[src/rtl/blar_pkg.sv]
// shared types and constants for the button lockout / auto-repeat block
// no dependencies

package blar_pkg;

	localparam int NUM_BUTTONS = 6;
	localparam int FIELD_CHANNELS = 6;
	localparam int NUM_CH = (NUM_BUTTONS < FIELD_CHANNELS) ? NUM_BUTTONS : FIELD_CHANNELS;

	localparam int CNT_W = 8;
	localparam int CH_W = 3;
	localparam int IDX_W = 3;

	localparam logic [CNT_W-1:0] HOLD_MAX = 8'd255;
	localparam logic [CNT_W-1:0] LOCKOUT_RST = 8'd100;
	localparam logic [CNT_W-1:0] DELAY_RST = 8'd30;
	localparam logic [CNT_W-1:0] RELOAD_RST = 8'd25;
	localparam logic [FIELD_CHANNELS-1:0] ENABLE_RST = 6'd60;

	typedef enum logic [IDX_W-1:0] {
		REG_LOCKOUT_TICKS = 3'd0,
		REG_REPEAT_DELAY  = 3'd1,
		REG_REPEAT_RELOAD = 3'd2,
		REG_REPEAT_ENABLE = 3'd3
	} reg_idx_t;

	typedef enum logic {
		FUNC_TICK   = 1'b0,
		FUNC_CHANGE = 1'b1
	} func_t;

	typedef logic [CH_W-1:0] ch_t;
	typedef logic [NUM_CH-1:0] ch_mask_t;

	typedef struct packed {
		logic [CNT_W-1:0] lockout_ticks;
		logic [CNT_W-1:0] repeat_delay;
		logic [CNT_W-1:0] repeat_reload;
	} cfg_t;

	typedef struct packed {
		func_t func;
		logic  down;
		logic  check;
		logic  enable;
	} chan_in_t;

	function automatic ch_t first_set(input ch_mask_t mask);
		ch_t sel;
		sel = '0;
		for (int i = NUM_CH - 1; i >= 0; i--) begin
			if (mask[i]) sel = CH_W'(i);
		end
		return sel;
	endfunction

endpackage

[src/rtl/button_lockout_auto_repeat.sv]
// top level of the button lockout debounce with auto-repeat
// depends on blar_pkg and blar_chan
//
// usage:
//   s_axis carries one item per transfer: tuser is the kind (0 timer tick,
//   1 pin change), tdata holds the button levels and the check mask.
//   m_axis carries one event per transfer: tdata is the channel, tuser is 1
//   for a repeat and 0 for a press, tlast marks the final event of an item.
//   cfg writes one register per transfer (index, data) and is always ready;
//   write only while the block is idle.
// flow and throughput:
//   the counters update at the input transfer and the events wait in the
//   pending register; the first event of that item then moves to the output
//   register and is presented on m_axis. while m_axis_tready is high, events
//   leave one per cycle (an item has up to six), and an item with zero or one
//   event can be taken every cycle. the next item is taken in the cycle in
//   which the last event of the previous one moves to the output.
// reset: counters clear, registers take their defaults, no event pending.
// stall: while m_axis_tready is low the output holds; s_axis_tready is low
//   while more than one event is pending, or while one is pending and the
//   output register is still full.

module button_lockout_auto_repeat import blar_pkg::*; (
	input  logic                      clk,
	input  logic                      arst_n,
	input  logic                      s_axis_tvalid,
	output logic                      s_axis_tready,
	input  logic [15:0]               s_axis_tdata,  // pressed[5:0], check_mask[11:6], zero
	input  logic                      s_axis_tuser,  // func
	output logic                      m_axis_tvalid,
	input  logic                      m_axis_tready,
	output logic [7:0]                m_axis_tdata,  // channel[2:0], zero
	output logic                      m_axis_tuser,  // is_repeat
	output logic                      m_axis_tlast,
	input  logic                      cfg_valid,
	output logic                      cfg_ready,
	input  logic [IDX_W-1:0]          cfg_index,
	input  logic [CNT_W-1:0]          cfg_data
);

	cfg_t                      cfg_q;
	logic [FIELD_CHANNELS-1:0] enable_q;
	ch_mask_t                  pend_q, ev_mask, pend_low, pend_rest;
	logic                      pend_rep_q;
	logic                      out_valid_q, out_rep_q, out_last_q;
	ch_t                       out_ch_q;
	logic                      in_accept, load_out;
	logic [FIELD_CHANNELS-1:0] pressed, check;
	func_t                     func;

	assign cfg_ready = 1'b1;

	always_ff @(posedge clk or negedge arst_n) begin
		if (!arst_n) begin
			cfg_q.lockout_ticks <= LOCKOUT_RST;
			cfg_q.repeat_delay <= DELAY_RST;
			cfg_q.repeat_reload <= RELOAD_RST;
			enable_q <= ENABLE_RST;
		end else if (cfg_valid && cfg_ready) begin
			case (cfg_index)
				REG_LOCKOUT_TICKS: cfg_q.lockout_ticks <= cfg_data;
				REG_REPEAT_DELAY:  cfg_q.repeat_delay <= cfg_data;
				REG_REPEAT_RELOAD: cfg_q.repeat_reload <= cfg_data;
				REG_REPEAT_ENABLE: enable_q <= cfg_data[FIELD_CHANNELS-1:0];
				default: begin
				end
			endcase
		end
	end

	assign pressed = s_axis_tdata[FIELD_CHANNELS-1:0];
	assign check = s_axis_tdata[2*FIELD_CHANNELS-1:FIELD_CHANNELS];
	assign func = func_t'(s_axis_tuser);

	assign load_out = !out_valid_q || m_axis_tready;
	assign pend_low = pend_q & (~pend_q + 1'b1);
	assign pend_rest = pend_q & (pend_q - 1'b1);
	assign s_axis_tready = (pend_q == '0) || (pend_rest == '0 && load_out);
	assign in_accept = s_axis_tvalid && s_axis_tready;

	for (genvar c = 0; c < NUM_CH; c++) begin : g_chan
		chan_in_t item;
		assign item.func = func;
		assign item.down = pressed[c];
		assign item.check = check[c];
		assign item.enable = enable_q[c];
		blar_chan u_chan (
			.clk    (clk),
			.arst_n (arst_n),
			.accept (in_accept),
			.item   (item),
			.cfg    (cfg_q),
			.fire   (ev_mask[c])
		);
	end

	always_ff @(posedge clk or negedge arst_n) begin
		if (!arst_n) begin
			pend_q <= '0;
			pend_rep_q <= 1'b0;
		end else if (in_accept) begin
			pend_q <= ev_mask;
			pend_rep_q <= (func == FUNC_TICK);
		end else if (load_out) begin
			pend_q <= pend_rest;
		end
	end

	always_ff @(posedge clk or negedge arst_n) begin
		if (!arst_n) begin
			out_valid_q <= 1'b0;
		end else if (load_out) begin
			out_valid_q <= (pend_q != '0);
		end
	end

	always_ff @(posedge clk) begin
		if (load_out && pend_q != '0) begin
			out_ch_q <= first_set(pend_low);
			out_rep_q <= pend_rep_q;
			out_last_q <= (pend_rest == '0);
		end
	end

	assign m_axis_tvalid = out_valid_q;
	assign m_axis_tdata = {{(8-CH_W){1'b0}}, out_ch_q};
	assign m_axis_tuser = out_rep_q;
	assign m_axis_tlast = out_last_q;

	a_ready_one_left: assert property (@(posedge clk) disable iff (!arst_n)
		s_axis_tready |-> ($countones(pend_q) <= 1))
		else $error("input taken while several events pending");

	a_pending_loads: assert property (@(posedge clk) disable iff (!arst_n)
		(load_out && pend_q != '0) |=> m_axis_tvalid)
		else $error("pending event not moved to output");

	a_last_mark: assert property (@(posedge clk) disable iff (!arst_n)
		(load_out && pend_q != '0) |=> (m_axis_tlast == ($countones($past(pend_q)) == 1)))
		else $error("tlast does not match remaining events");

	a_no_event_lost: assert property (@(posedge clk) disable iff (!arst_n)
		(in_accept && pend_q != '0) |-> (pend_rest == '0 && load_out))
		else $error("new item would overwrite pending events");

endmodule

[src/rtl/blar_chan.sv]
// one button channel: lockout and hold counters, fires press or repeat events
// depends on blar_pkg

module blar_chan import blar_pkg::*; (
	input  logic     clk,
	input  logic     arst_n,
	input  logic     accept,
	input  chan_in_t item,
	input  cfg_t     cfg,
	output logic     fire
);

	logic [CNT_W-1:0] lock_q, hold_q;
	logic [CNT_W-1:0] lock_d, hold_d, hold_inc;

	always_comb begin
		lock_d = lock_q;
		hold_d = hold_q;
		fire = 1'b0;
		hold_inc = (hold_q < HOLD_MAX) ? hold_q + 1'b1 : hold_q;
		case (item.func)
			FUNC_TICK: begin
				if (lock_q != '0) lock_d = lock_q - 1'b1;
				if (item.enable) begin
					if (item.down) begin
						if (hold_inc >= cfg.repeat_delay) begin
							fire = 1'b1;
							hold_d = cfg.repeat_reload;
						end else begin
							hold_d = hold_inc;
						end
					end else begin
						hold_d = '0;
					end
				end
			end
			FUNC_CHANGE: begin
				if (item.check && item.down && lock_q == '0) begin
					fire = 1'b1;
					lock_d = cfg.lockout_ticks;
					hold_d = '0;
				end
			end
			default: begin
			end
		endcase
	end

	always_ff @(posedge clk or negedge arst_n) begin
		if (!arst_n) begin
			lock_q <= '0;
			hold_q <= '0;
		end else if (accept) begin
			lock_q <= lock_d;
			hold_q <= hold_d;
		end
	end

endmodule
[config.mk]
export PLATFORM = sky130hd
export DESIGN_NAME = button_lockout_auto_repeat
export DESIGN_NICKNAME = d
export VERILOG_FILES = /design/src/rtl/blar_pkg.sv /design/src/rtl/button_lockout_auto_repeat.sv /design/src/rtl/blar_chan.sv
export SDC_FILE = /design/constraint.sdc
export NUM_CORES = 1
export LEC_CHECK = 0
export BUFFER_PORTS_ARGS = -buffer_cell sky130_fd_sc_hd__buf_2
export CAP_MARGIN = 20
export CORE_MARGIN = 2
export CORE_UTILIZATION = 47
export CTS_CLUSTER_DIAMETER = 40
export DETAILED_ROUTE_END_ITERATION = 16
export PLACE_DENSITY_LB_ADDON = 0.05
export SYNTH_ARGS = -nofsm -noshare
export SYNTH_HDL_FRONTEND = slang
export SYNTH_HIERARCHICAL = 1
export SYNTH_SLANG_ARGS = --single-unit
export TNS_END_PERCENT = 50
[constraint.sdc]
create_clock -name clk -period 5 [get_ports clk]
set_input_delay 0.25 -clock clk [delete_from_list [all_inputs] [get_ports clk]]
set_output_delay 0.25 -clock clk [all_outputs]
set_load 0.05 [all_outputs]
Word level (Yosys, flattened, before mapping)

Cells that the tools add are included.

Equality and inequality tests: 21
$add $sub $neg: 14
Magnitude comparators: 12
Reduce and logical (&&, ||, !) cells: 53
Muxes and demuxes: 91
Bitwise operators: 4

Operators with widths:

| kind                                                               | count |
|---|---|
| 8-bit two-way mux                                                  | 42 |
| 8-bit case mux with 2 select lines                                 | 12 |
| 8-bit by 1-bit adder with 8-bit output, second input constant      | 6 |
| 8-bit >= comparator                                                | 6 |
| 8-bit logical NOT                                                  | 6 |
| 8-bit < comparator, second input constant                          | 6 |
| 8-bit nonzero test                                                 | 6 |
| 8-bit by 1-bit subtractor with 8-bit output, second input constant | 6 |
| 3-bit AND reduction                                                | 12 |
| 1-bit two-way mux                                                  | 25 |
| 2-bit by 1-bit != test with 1-bit output, second input constant    | 12 |
| 1-bit logical AND                                                  | 15 |
| 6-bit bitwise AND                                                  | 2 |
| 6-bit logical NOT                                                  | 2 |
| 6-bit two-way mux                                                  | 2 |
| 2-bit != test, second input constant                               | 6 |
| 1-bit case mux with 2 select lines                                 | 6 |
| 2-bit AND reduction                                                | 4 |
| 6-bit by 1-bit adder with 6-bit output, second input constant      | 1 |
| 3-bit by 2-bit == test with 1-bit output, second input constant    | 2 |
| 3-bit two-way mux                                                  | 2 |
| 6-bit NOT                                                          | 1 |
| 6-bit nonzero test                                                 | 1 |
| 6-bit by 1-bit subtractor with 6-bit output, second input constant | 1 |
| 9 further kinds                                                    | 11 |

Flip-flop bits (word level): 139

Logic depth before layout (Yosys ltp)

Depth after elaboration: 8
Gate-level depth with buffers: 13
Depth with buffers taken out: 12

By module

The synthesis kept the hierarchy.

Modules (own cells, without submodules):

| module                     | area an instance (um^2) | times used | cells each |
|---|---|---|---|
| blar_chan                  | 1376.3                  | 6          | 157 |
| button_lockout_auto_repeat | 1886.8                  | 1          | 136 |

Worst setup path before layout

OpenSTA, ideal clock, no wires.

Path type: register to register
Start point: register g_chan[4].u_chan.hold_q[3]
End point: register pend_q[4]
Setup slack: 2.124 ns
Data arrival time: 2.755 ns
Required time: 4.879 ns
Library setup time: 0.121 ns
Clock period less this slack: 2.876 ns
Stages on the path, launching flop included: 12
Buffers on the path: 2
Cells stage by stage: dfrtp_1 and4_1 and4_1 clkbuf_1 mux2_2 ha_1 a2111oi_0 o31a_1 buf_2 nand2b_1 a21boi_0 a22o_1

Longest elaborated chain between the ends: 8
Elaborated cells between the ends (all ways): 9
Classes of those cells: add/sub (1); order compare (2); mux (6)

RTL lines:

| what                                                                         | line                              | RTL |
|---|---|---|
| from (decl)                                                                  | blar_chan.sv:13                   | `logic [CNT_W-1:0] lock_q, hold_q;` |
| from (signal assigned)                                                       | blar_chan.sv:55                   | `hold_q <= hold_d;` |
| 8-bit by 1-bit adder with 8-bit output or 8-bit < comparator (tied branches) | blar_chan.sv:20                   | `hold_inc = (hold_q < HOLD_MAX) ? hold_q + 1'b1 : hold_q;` |
| 8-bit two-way mux *                                                          | blar_chan.sv:20                   |  |
| 8-bit >= comparator *                                                        | blar_chan.sv:26                   | `if (hold_inc >= cfg.repeat_delay) begin` |
| 1-bit two-way mux *                                                          | blar_chan.sv:26                   |  |
| 1-bit two-way mux *                                                          | blar_chan.sv:25                   | `if (item.down) begin` |
| 1-bit two-way mux *                                                          | blar_chan.sv:24                   | `if (item.enable) begin` |
| 1-bit case mux with 2 select lines *                                         | blar_chan.sv:21                   | `case (item.func)` |
| net ev_mask[4]                                                               | button_lockout_auto_repeat.sv:43  | `ch_mask_t pend_q, ev_mask, pend_low, pend_rest;` |
| 6-bit two-way mux *                                                          | button_lockout_auto_repeat.sv:101 | `end else if (in_accept) begin` |
| to (signal assigned)                                                         | button_lockout_auto_repeat.sv:102 | `pend_q <= ev_mask;` |
| to (signal assigned)                                                         | button_lockout_auto_repeat.sv:105 | `pend_q <= pend_rest;` |
| to (decl)                                                                    | button_lockout_auto_repeat.sv:43  |  |

Mark *: on every way through the listed nets, which the timed path passes. The rest lies on a longest branch.
A chain may end at the register's enable or synchronous reset.

Worst setup path after layout

Start point: register g_chan[5].u_chan.hold_q[3]
End point: register pend_q[5]

Longest elaborated chain between the ends: 8
Elaborated cells between the ends (all ways): 9
Classes of those cells: add/sub (1); order compare (2); mux (6)

RTL lines:

| what                                                                         | line |
|---|---|
| from (decl)                                                                  | blar_chan.sv:13 |
| from (signal assigned)                                                       | blar_chan.sv:55 |
| 8-bit by 1-bit adder with 8-bit output or 8-bit < comparator (tied branches) | blar_chan.sv:20 |
| 8-bit two-way mux *                                                          | blar_chan.sv:20 |
| 8-bit >= comparator *                                                        | blar_chan.sv:26 |
| 1-bit two-way mux *                                                          | blar_chan.sv:26 |
| 1-bit two-way mux *                                                          | blar_chan.sv:25 |
| 1-bit two-way mux *                                                          | blar_chan.sv:24 |
| 1-bit case mux with 2 select lines *                                         | blar_chan.sv:21 |
| net ev_mask[5]                                                               | button_lockout_auto_repeat.sv:43 |
| 6-bit two-way mux *                                                          | button_lockout_auto_repeat.sv:101 |

Marks and branches as above.

==> summary.md <==
| Metric | Value |
|---|---|
| Clk sinks | 139 |
| Syn Std Cell Area | 10,100 um^2 |
| Max clock buf depth | 2 |
| Synthesis-to-finish area growth | 8.02% |
| Number of setup buffers added after CTS | 0 |
| Vias | 7,984 |
| CP Capture Type | register |
| Largest net degree at the start of global routing | 86 |
| Slowest cell on crit path | o31a_1 |
| Detail Placement HPWL | 17,100 um |
| WL final | 24,900 um |
| Worst VDD drop | 0.236 mV |
| Vias in the first global route | 7,547 |
| Die footprint | 22,800 um^2 |
| CTS tree | yes |
| Hold Fails Final Rpt | 0 |
| Critical path peak fanout | 10 |
| Antenna cells | 0 |
| Placed cell areas | 10,400 um^2 |
| Sw Share | 0.403 |
| PortBufs | 35 |
| First-pass detailed-route iteration total | 5 |
| RSZ-0062 raised after global routing | no |
| Setup TNS | 0 ps |
| DRC Markers | 0 |
| Placer congestion estimate | 0.810 |
| Synth area leader | dfrtp_1 |
| Fillers | 1,997 |
| Pwr dens | 495 nW/um^2 |
| Row cnt | 53 |
| Reg area | 3520 um^2 |
| Gr usage total | 0.230 |
| Tmin final | 3560 ps |
| Multi-input gate area | 5970 um^2 |
| Syn Inst Count | 1,078 |
| Setup WS post-layout | 1440 ps |
| Final nets | 1,195 |
| CTS buffer count | 17 |
| Top post-synthesis cells by area | dfrtp_1, ha_1, mux2i_1 |
| Post-synthesis sequential area ratio | 0.347 |
| Later-pin clock latency in the skew report | 430 ps |
| Clock slew at the register clock pins of the worst setup and hold paths | 60 ps |
| Max Slew Vio Count | 0 |
| CP Launch Type | register |
| Post-place setup slack | 1540 ps |
| #FFs+latches synth | 139 |
| Crit path cell chain | and4_1 > and4_1 > mux2_2 > ha_1 > a2111oi_0 > o31a_1 > nand2b_1 > a21boi_0 > inv_1 > o21ai_1 |
| Routed wire per std cell | 18.0 um |
| Internal | 0.00324 W |
| Seq pwr share | 0.390 |
| DRT antenna net count | 0 |
| Htree depth | 4 |
| Pleak | 5.12 nW |
| Syn avg cell area | 9.41 um^2 |
| MaxCap Viol Count | 0 |
| Final Cell Area | 11,000 um^2 |
| Max stage delay on crit path | 590 ps |
| Post-layout util | 0.520 |
| Clock Power Share | 0.227 |
| Status | complete, no violations |
| First-pass GRT wire length | 40,500 um |
| Post-synth EDFFs | 5 |
| Clock root cell | clkbuf_16 |
| Yosys warns | 6 |
| I/O pins | 46 |
| Comb pwr share | 0.384 |
| Share of layout cells above drive strength 1 | 0.162 |
| Antenna violations before repair | 0 |
| Core Footprint | 21,100 um^2 |
| Cell mode on critical path | and4_1 |
| Total gr overflow | 0 |
| Hold WC Path Type | primary input to register |
| Post-synth top area share | 0.296 |
| Final setup violation count | 0 |
| Least-Margin Pin Slew | 1020 ps |
| Vias/cell | 5.77 |
| Required time worst endpoint | 5300 ps |
| FFs w/ async S/R, synth | 0.964 |
| Net Switching | 0.00219 W |
| Crit path kind | register to register |
| Synth unique cells | 60 |
| Final period util | 0.711 |
| Worst-case clock skew | 18.9 ps |
| Arrival @ worst endpoint | 3850 ps |
| Initial Util | 0.481 |
| Slew margin rel. | 0.318 |
| Drt first-iter violations | 562 |
| Leading register cell type out of synthesis | dfrtp_1 |
| Die span in x | 151 um |
| Fmax | 281 MHz |
| Die Y-Extent | 151 um |
## layout make-up
cell class              count  share of cell area
clock buffers              23              0.0436
flip-flops and latches    139               0.321
clock inverters             9             0.00811
well taps                 275              0.0314
inverters                  84              0.0288
multi-input cells         812               0.545
repair buffers             42              0.0218
## power by group through the flow
stage / Sequential, W / Clock [W] / Combinational, W
2_1_floorplan: 0.00193 / 0 / 0.00172
3_3_place_gp: 0.00212 / 0 / 0.00204
3_5_place_dp: 0.00212 / 0 / 0.00208
4_1_cts: 0.00211 / 0.00126 / 0.00209
5_1_grt: 0.00219 / 0.00130 / 0.00238
6_report: 0.00211 / 0.00123 / 0.00208
## cell usage in the layout, fill, tap and decap left out, types with 7 or more instances in the layout
cell type / count
buf_2: 33
o31ai_1: 7
nand4_1: 12
and4_1: 24
ha_1: 66
and3_1: 14
xnor2_1: 12
a22o_1: 33
inv_1: 83
or4_4: 7
dfrtp_1: 120
o21a_1: 18
o22ai_1: 13
a21oi_1: 39
o21ai_0: 56
clkbuf_16: 17
mux2i_1: 67
nor2_1: 60
o21ai_2: 18
nand3_1: 50
nand2_1: 85
buf_4: 7
nor2b_1: 13
nand2b_1: 20
nand3b_1: 12
a31oi_1: 30
dfstp_2: 14
nor3_1: 32
mux2_2: 36
## what timing repair did
item	CTS	global route
resized for setup	0	0
endpoints found under the setup margin	0	0
hold buffers	1	0
hold endpoints to repair	17	0
## layer usage
| layer | part of all wire | GRT usage | vias up |
|---|---|---|---|
| met3 | 0.043 | 0.0383 | 19 |
| met1 | 0.49 | 0.335 | 3813 |
| li1 | - | - | 3991 |
| met5 | 0 | 0 | - |
| met4 | 0.012 | 0.0519 | 0 |
| met2 | 0.45 | 0.359 | 161 |
## stage by stage
stage	std cells	total power, W	hold slack [ps]
after floorplan	1082	0.00366	-45.6
after global placement	1351	0.00415	105
after detailed placement	1351	0.00420	104
after CTS	1384	0.00546	96.2
after global routing	1384	0.00588	100
final	1384	0.00543	103
## sequential cells by signal, indices dropped and copies added, names as in the netlist
signal / flops
enable_q: 6
g_chan.u_chan/lock_q: 48
out_ch_q: 3
pend_rep_q: 1
pend_q: 6
cfg_q: 24
g_chan.u_chan/hold_q: 48
m_axis_tlast: 1
m_axis_tvalid: 1
m_axis_tuser: 1
## final timing paths
check	start	end	slack, ps	cells after the start
setup / recovery	g_chan[5].u_chan/hold_q[3]	pend_q[5]	1440	10
hold / removal	cfg_data[7]	cfg_q[23]	100	2
setup reg to reg	g_chan[5].u_chan/hold_q[3]	pend_q[5]	1440	10
hold reg to reg	pend_rep_q	m_axis_tuser	450	0
max in group asynchronous	arst_n	g_chan[3].u_chan/lock_q[6]	3750	3
min in group asynchronous	arst_n	g_chan[4].u_chan/hold_q[1]	220	2
## critical path, delay by kind of cell, from the launching register on
| kind | cells | cell delay [ps] |
|---|---|---|
| adder cells (fa/ha/maj) | 1 | 270 |
| AND/OR/NAND/NOR | 3 | 820 |
| AO/OA/AOI/OAI | 4 | 1390 |
| flip-flops | 1 | 440 |
| buffers and inverters | 1 | 130 |
| multiplexers | 1 | 380 |
## synth_stat cells (all sizes together), types with 14 or more instances
cell	count
a21oi	39
a22o	33
a31oi	30
and3	14
and4	24
buf	27
clkbuf	20
dfrtp	120
dfstp	14
ha	66
inv	84
mux2	42
mux2i	67
nand2	85
nand2b	20
nand3	56
nor2	60
nor3	32
o21a	18
o21ai	76
## cells by family after synthesis
logic type / Yosys count / synth area share
flops: 139 / 0.347
compound gates: 252 / 0.171
mux: 109 / 0.115
simple gates: 366 / 0.207
other cells: 2 / 0.000740
buf+inv: 131 / 0.0657
fa+ha+maj: 67 / 0.0824
xor+xnor: 12 / 0.0104
(Power assumes the default switching activity.)
